## src/rtl/core/rei_pkg.sv

```systemverilog
// Shared types, register indexes and fixed-point helpers for the ray/ellipsoid block.
// Used by every module in rtl/core; depends on nothing.
package rei_pkg;

	localparam int FIX_W = 32;

	typedef logic signed [FIX_W-1:0] fix_t;
	typedef logic [2:0] reg_idx_t;

	localparam reg_idx_t REG_CENTER_X = 3'd0;
	localparam reg_idx_t REG_CENTER_Y = 3'd1;
	localparam reg_idx_t REG_CENTER_Z = 3'd2;
	localparam reg_idx_t REG_INV_RX   = 3'd3;
	localparam reg_idx_t REG_INV_RY   = 3'd4;
	localparam reg_idx_t REG_INV_RZ   = 3'd5;

	localparam logic [FIX_W-2:0] INV_RADIUS_RESET = 31'd65536;

	// Ray data that rides alongside the square root and divider pipelines.
	typedef struct packed {
		fix_t [2:0] o;
		fix_t [2:0] d;
		fix_t       tmin;
		fix_t       tmax;
		fix_t       a;
		fix_t       b;
		logic       miss;
	} ray_tag_t;

	function automatic logic signed [63:0] ext(input fix_t x);
		return {{32{x[FIX_W-1]}}, x};
	endfunction

	function automatic fix_t sat_fix(input logic signed [63:0] x);
		if (x > 64'sd2147483647) begin
			return 32'sh7fffffff;
		end else if (x < -64'sd2147483648) begin
			return 32'sh80000000;
		end
		return x[FIX_W-1:0];
	endfunction

endpackage

```

## src/rtl/core/rei_sqrt.sv

```systemverilog
// Pipelined integer square root, one root bit per stage, with a side tag.
// Depends on rei_pkg.
module rei_sqrt import rei_pkg::*; #(
	parameter int VW = 47,
	parameter int TW = 8
) (
	input  logic                  clk,
	input  logic                  arst_n,
	input  logic                  in_valid,
	input  logic [VW-1:0]         value,
	input  logic [TW-1:0]         tag_in,
	output logic                  out_valid,
	output logic [(VW+1)/2-1:0]   root,
	output logic [TW-1:0]         tag_out
);
	localparam int NP  = (VW + 1) / 2;
	localparam int PW  = 2 * NP;
	localparam int RMW = NP + 2;

	logic [PW-1:0]  work_s [NP+1];
	logic [RMW-1:0] rem_s  [NP+1];
	logic [NP-1:0]  root_s [NP+1];
	logic [TW-1:0]  tag_s  [NP+1];
	logic           vld_s  [NP+1];

	assign work_s[0] = PW'(value);
	assign rem_s[0]  = '0;
	assign root_s[0] = '0;
	assign tag_s[0]  = tag_in;
	assign vld_s[0]  = in_valid;

	for (genvar k = 0; k < NP; k++) begin : g_stage
		logic [RMW+1:0] pre;
		logic [RMW+1:0] trial;
		logic           ge;

		always_comb begin
			pre   = {rem_s[k], work_s[k][PW-1:PW-2]};
			trial = (RMW+2)'({root_s[k], 2'b01});
			ge    = (pre >= trial);
		end

		always_ff @(posedge clk or negedge arst_n) begin
			if (!arst_n) begin
				vld_s[k+1] <= 1'b0;
			end else begin
				vld_s[k+1] <= vld_s[k];
			end
		end

		always_ff @(posedge clk) begin
			work_s[k+1] <= {work_s[k][PW-3:0], 2'b00};
			rem_s[k+1]  <= ge ? RMW'(pre - trial) : RMW'(pre);
			root_s[k+1] <= {root_s[k][NP-2:0], ge};
			tag_s[k+1]  <= tag_s[k];
		end
	end

	assign out_valid = vld_s[NP];
	assign root      = root_s[NP];
	assign tag_out   = tag_s[NP];

endmodule

```

## config.mk

```make
export PLATFORM = sky130hd
export DESIGN_NAME = rei_sqrt
export DESIGN_NICKNAME = d
export VERILOG_FILES = /design/src/rtl/core/rei_pkg.sv /design/src/rtl/core/rei_sqrt.sv
export SDC_FILE = /design/constraint.sdc
export NUM_CORES = 2
export LEC_CHECK = 0
export BUFFER_PORTS_ARGS = -buffer_cell sky130_fd_sc_hd__buf_2
export CAP_MARGIN = 20
export CORE_ASPECT_RATIO = 1.2
export CORE_MARGIN = 4
export CORE_UTILIZATION = 55
export CTS_CLUSTER_DIAMETER = 30
export DETAILED_ROUTE_END_ITERATION = 7
export GPL_TIMING_DRIVEN = 0
export PLACE_DENSITY = 0.79
export SETUP_SLACK_MARGIN = 0.2
export SLEW_MARGIN = 25
export SYNTH_ARGS = -nofsm -noshare
export SYNTH_HDL_FRONTEND = slang
export SYNTH_SLANG_ARGS = --single-unit
```

## constraint.sdc

```tcl
create_clock -name clk -period 3.82 [get_ports clk]
set_input_delay 0 -clock clk [delete_from_list [all_inputs] [get_ports clk]]
set_output_delay 0 -clock clk [all_outputs]
set_load 0.01 [all_outputs]
```

==> reports/metrics.yaml <==
run_status: "completed"
grt-ovfl-total: 0
cts_root_buf: "clkbuf_16"
finalCritPeriodShare: 0.9206
path_buf_inv: 3
grt_setup_unrepaired: "false"
finalSetupViolCount: 0
dieArea_um2: 106400
yosysUniqueCellTypes: 89
hold_depth: 0
maxCapViolCount: 0
die_height_um: 356.4
portBuffers: 90
p_leak_nw: 31.19
core.rowCount: 127
grt_max_degree: 25
synth-compound-area-share: 0.1124
htree_levels: 4
synth_top_family_by_area: "simple AND/OR/NAND/NOR gates"
antenna_cells: 0
first_pass_iters: 7
synth-seq-cells: 1626
fin_skew_ns: 0.03524
cts_tree: "done"
place_area_um2: 57720
utilization: 0.6690
grt_pass1_vias: 39290
clock_latency_ns: 0.80
worst_r2r_path_depth: 11
wl_per_cell_um: 16.37
critPathMaxStageDelay_ns: 0.48
path_class: "flop to flop"
syn_area_um2: 55650
worst_pin_slew_ns: 0.9366
worstPathRequired_ns: 4.45
drc: 0
critPathSlowestCell: "a211oi_2"
peakVddDrop_uv: 661.0
hold-worst-slack_ns: 0.3080
via_per_inst: 5.286
seqCellArea_um2: 32670
relSlewSlack: 0.3756
multi_input_area_um2: 21090
final_max_slew_viol_count: 0
core-area_um2: 100100
io_pins: 91
dp_hpwl_um: 81090
cts_max_path_buffers: 3
hp-class: "flop to flop"
cts.sinks: 1626
synthArstFlopShare: 0.01476
synth-main-ff-cell: "dfxtp_1"
synthMuxAreaShare: 0.01077
powerDensity_nw_per_um2: 724.6
cp_num_cells: 11
cp_max_fo: 10
finalWirelength_um: 117000
die_x_um: 298.4
dp_slack_ns: -0.6096
synthAdderAreaFrac: 0.07285
finalPower_mw: 48.52
syn_inst: 5222
synth.avg_cell_area_um2: 10.66
layout_common_cells: "1602 x dfxtp_1, 425 x inv_1, 362 x nand2_1"
fillers: 7281
critical-path-top-delay-family: "compound AO/OA/AOI/OAI gates"
drt_iter0_drc: 1701
start_kind: "flop"
fin_area_um2: 66970
worstPathCellList: "inv_1 > ha_1 > nor2b_1 > o21ai_0 > a21oi_1 > a211oi_2 > o211ai_1 > a211oi_2 > buf_4 > clkbuf_1 > o21ai_0"
synth-xor-area-share: 0.06783
grt_pass1_wl_um: 189200
crit_path_end_kind: "flop"
cts_buffers: 223
yosys_warnings: 0
ant_nets: 0
max_freq_mhz: 284.4
globalplace.congestion: 0.9356
layout-drive-gt1-share: 0.1105
setup_ws_ns: 0.3034
synth_nets: 5604
yosysSeqAreaShare: 0.5871
start_util: 0.5559
min_period_ns: 3.517
synth_simple_gate_area_frac: 0.1133
synth-edff-count: 0
nets: 6039
finalHoldViolCount: 0
num_vias: 37780
antenna_found_initial: 0
mostFrequentLayoutCell: "dfxtp_1"
critical_path_arrival_ns: 4.15
area_growth_pct: 20.34
cts.clk_slew.worst_paths_ns: 0.06
track_usage: 0.2180
[what timing repair did]
| action | in CTS | in global routing |
|---|---|---|
| endpoints found under the hold margin | 80 | 24 |
| setup endpoints to repair | 161 | 129 |
| setup buffers | 0 | 5 |
| gates resized for setup | 21 | 21 |
| pin swaps | 1 | 4 |
| hold buffers | 114 | 1 |
[per-stage QoR]
step	TNS (ns)	instances
floorplan	0	5222
global placement	-20.79	6602
detailed placement	-12.35	6602
CTS	0	7141
global route	0	7147
finish	0	7147
[worst reg2reg max path, delay by kind of cell, from the launching register on]
kind / cells / cell delay, ns
AO/OA/AOI/OAI: 6 / 1.84
adder cells (fa/ha/maj): 1 / 0.35
buffers and inverters: 3 / 0.62
flip-flops: 1 / 0.34
AND/OR/NAND/NOR: 1 / 0.18
[cell type report]
cell class / count / area share
multi-input cells: 3080 / 0.3149
clock inverters: 164 / 0.02928
inverters: 428 / 0.02399
flip-flops and latches: 1626 / 0.4879
well taps: 1290 / 0.02410
plain buffers: 88 / 0.006035
clock buffers: 261 / 0.08921
repair buffers: 210 / 0.02459
[logic make-up (layout without fill, tap and decap cells)]
logic type / count (synthesis) / count (layout)
AO/OA/AOI/OAI: 1002 / 1002
multiplexers: 54 / 54
AND/OR/NAND/NOR: 1268 / 1268
XOR/XNOR: 431 / 431
buffers and inverters: 516 / 1151
flip-flops: 1626 / 1626
adder cells (fa/ha/maj): 324 / 324
other: 1 / 1
[Yosys cell counts, types with 8 or more instances]
| library cell | number | area (µm²) |
|---|---|---|
| nand2b_1 | 58 | 362.9 |
| mux2_2 | 46 | 518.0 |
| clkbuf_1 | 64 | 240.2 |
| buf_4 | 9 | 67.56 |
| o211ai_1 | 21 | 157.7 |
| inv_1 | 425 | 1595 |
| and2_1 | 17 | 106.4 |
| ha_1 | 324 | 4054 |
| a211oi_1 | 27 | 202.7 |
| nand2_1 | 362 | 1359 |
| and3_1 | 18 | 112.6 |
| a21oi_1 | 298 | 1491 |
| a211o_1 | 9 | 78.83 |
| a21o_1 | 117 | 878.3 |
| nand3_1 | 81 | 405.4 |
| o21ai_0 | 252 | 1261 |
| a31oi_1 | 19 | 118.9 |
| o21ai_1 | 9 | 45.04 |
| nand4_1 | 43 | 269.0 |
| dfrtp_1 | 24 | 600.6 |
| o21a_1 | 74 | 555.5 |
| nand3b_1 | 10 | 75.07 |
| nor2b_1 | 54 | 337.8 |
| a21boi_0 | 18 | 135.1 |
| buf_1 | 12 | 45.04 |
| or3_1 | 44 | 275.3 |
| dfxtp_1 | 1602 | 32070 |
| nor2_1 | 283 | 1062 |
| and4_1 | 13 | 113.9 |
| or4_1 | 17 | 127.6 |
| or2_2 | 27 | 168.9 |
| nor4_1 | 75 | 469.2 |
| xor2_1 | 196 | 1717 |
| nor3b_1 | 14 | 105.1 |
| nor3_1 | 115 | 575.6 |
| o21bai_1 | 23 | 172.7 |
| nor4b_1 | 8 | 70.07 |
| o31ai_1 | 43 | 322.8 |
| xnor2_1 | 235 | 2058 |
| a2111oi_0 | 12 | 105.1 |
[routing by layer]
metal | share of wire | GRT usage | wire [µm] | vias up
li1 | - | - | - | 18720
met1 | 0.36 | 0.2083 | 42090 | 17730
met2 | 0.54 | 0.4271 | 63630 | 918
met3 | 0.037 | 0.04041 | 4369 | 416
met4 | 0.059 | 0.1360 | 6908 | 0
met5 | 0 | 0 | 0 | -
[final timing paths]
| path | start | to | slack (ns) |
|---|---|---|---|
| max | g_stage[20].trial[2] | g_stage[21].pre[21] | 0.30 |
| min reg2reg | work_s[1067] | work_s[1021] | 0.31 |
| min | work_s[1067] | work_s[1021] | 0.31 |
| max in group asynchronous | arst_n | vld_s[17] | 3.10 |
| max reg2reg | g_stage[20].trial[2] | g_stage[21].pre[21] | 0.30 |
| min in group asynchronous | arst_n | vld_s[11] | 0.39 |
[power by group]
group          switching (mW)  internal (mW)  leakage, nW
registers                1.70           19.5         13.7
logic                    3.45           2.88         13.6
clock network            8.22           12.8         3.84
[flip-flops by register name, indices dropped and copies added (netlist names)]
signal	flops
work_s	506
tag_s	184
vld_s	23
out_valid	1
root	24
tag_out	8
g_stage.pre	604
g_stage.trial	276
Note: power is estimated with default switching activity, not from simulation.
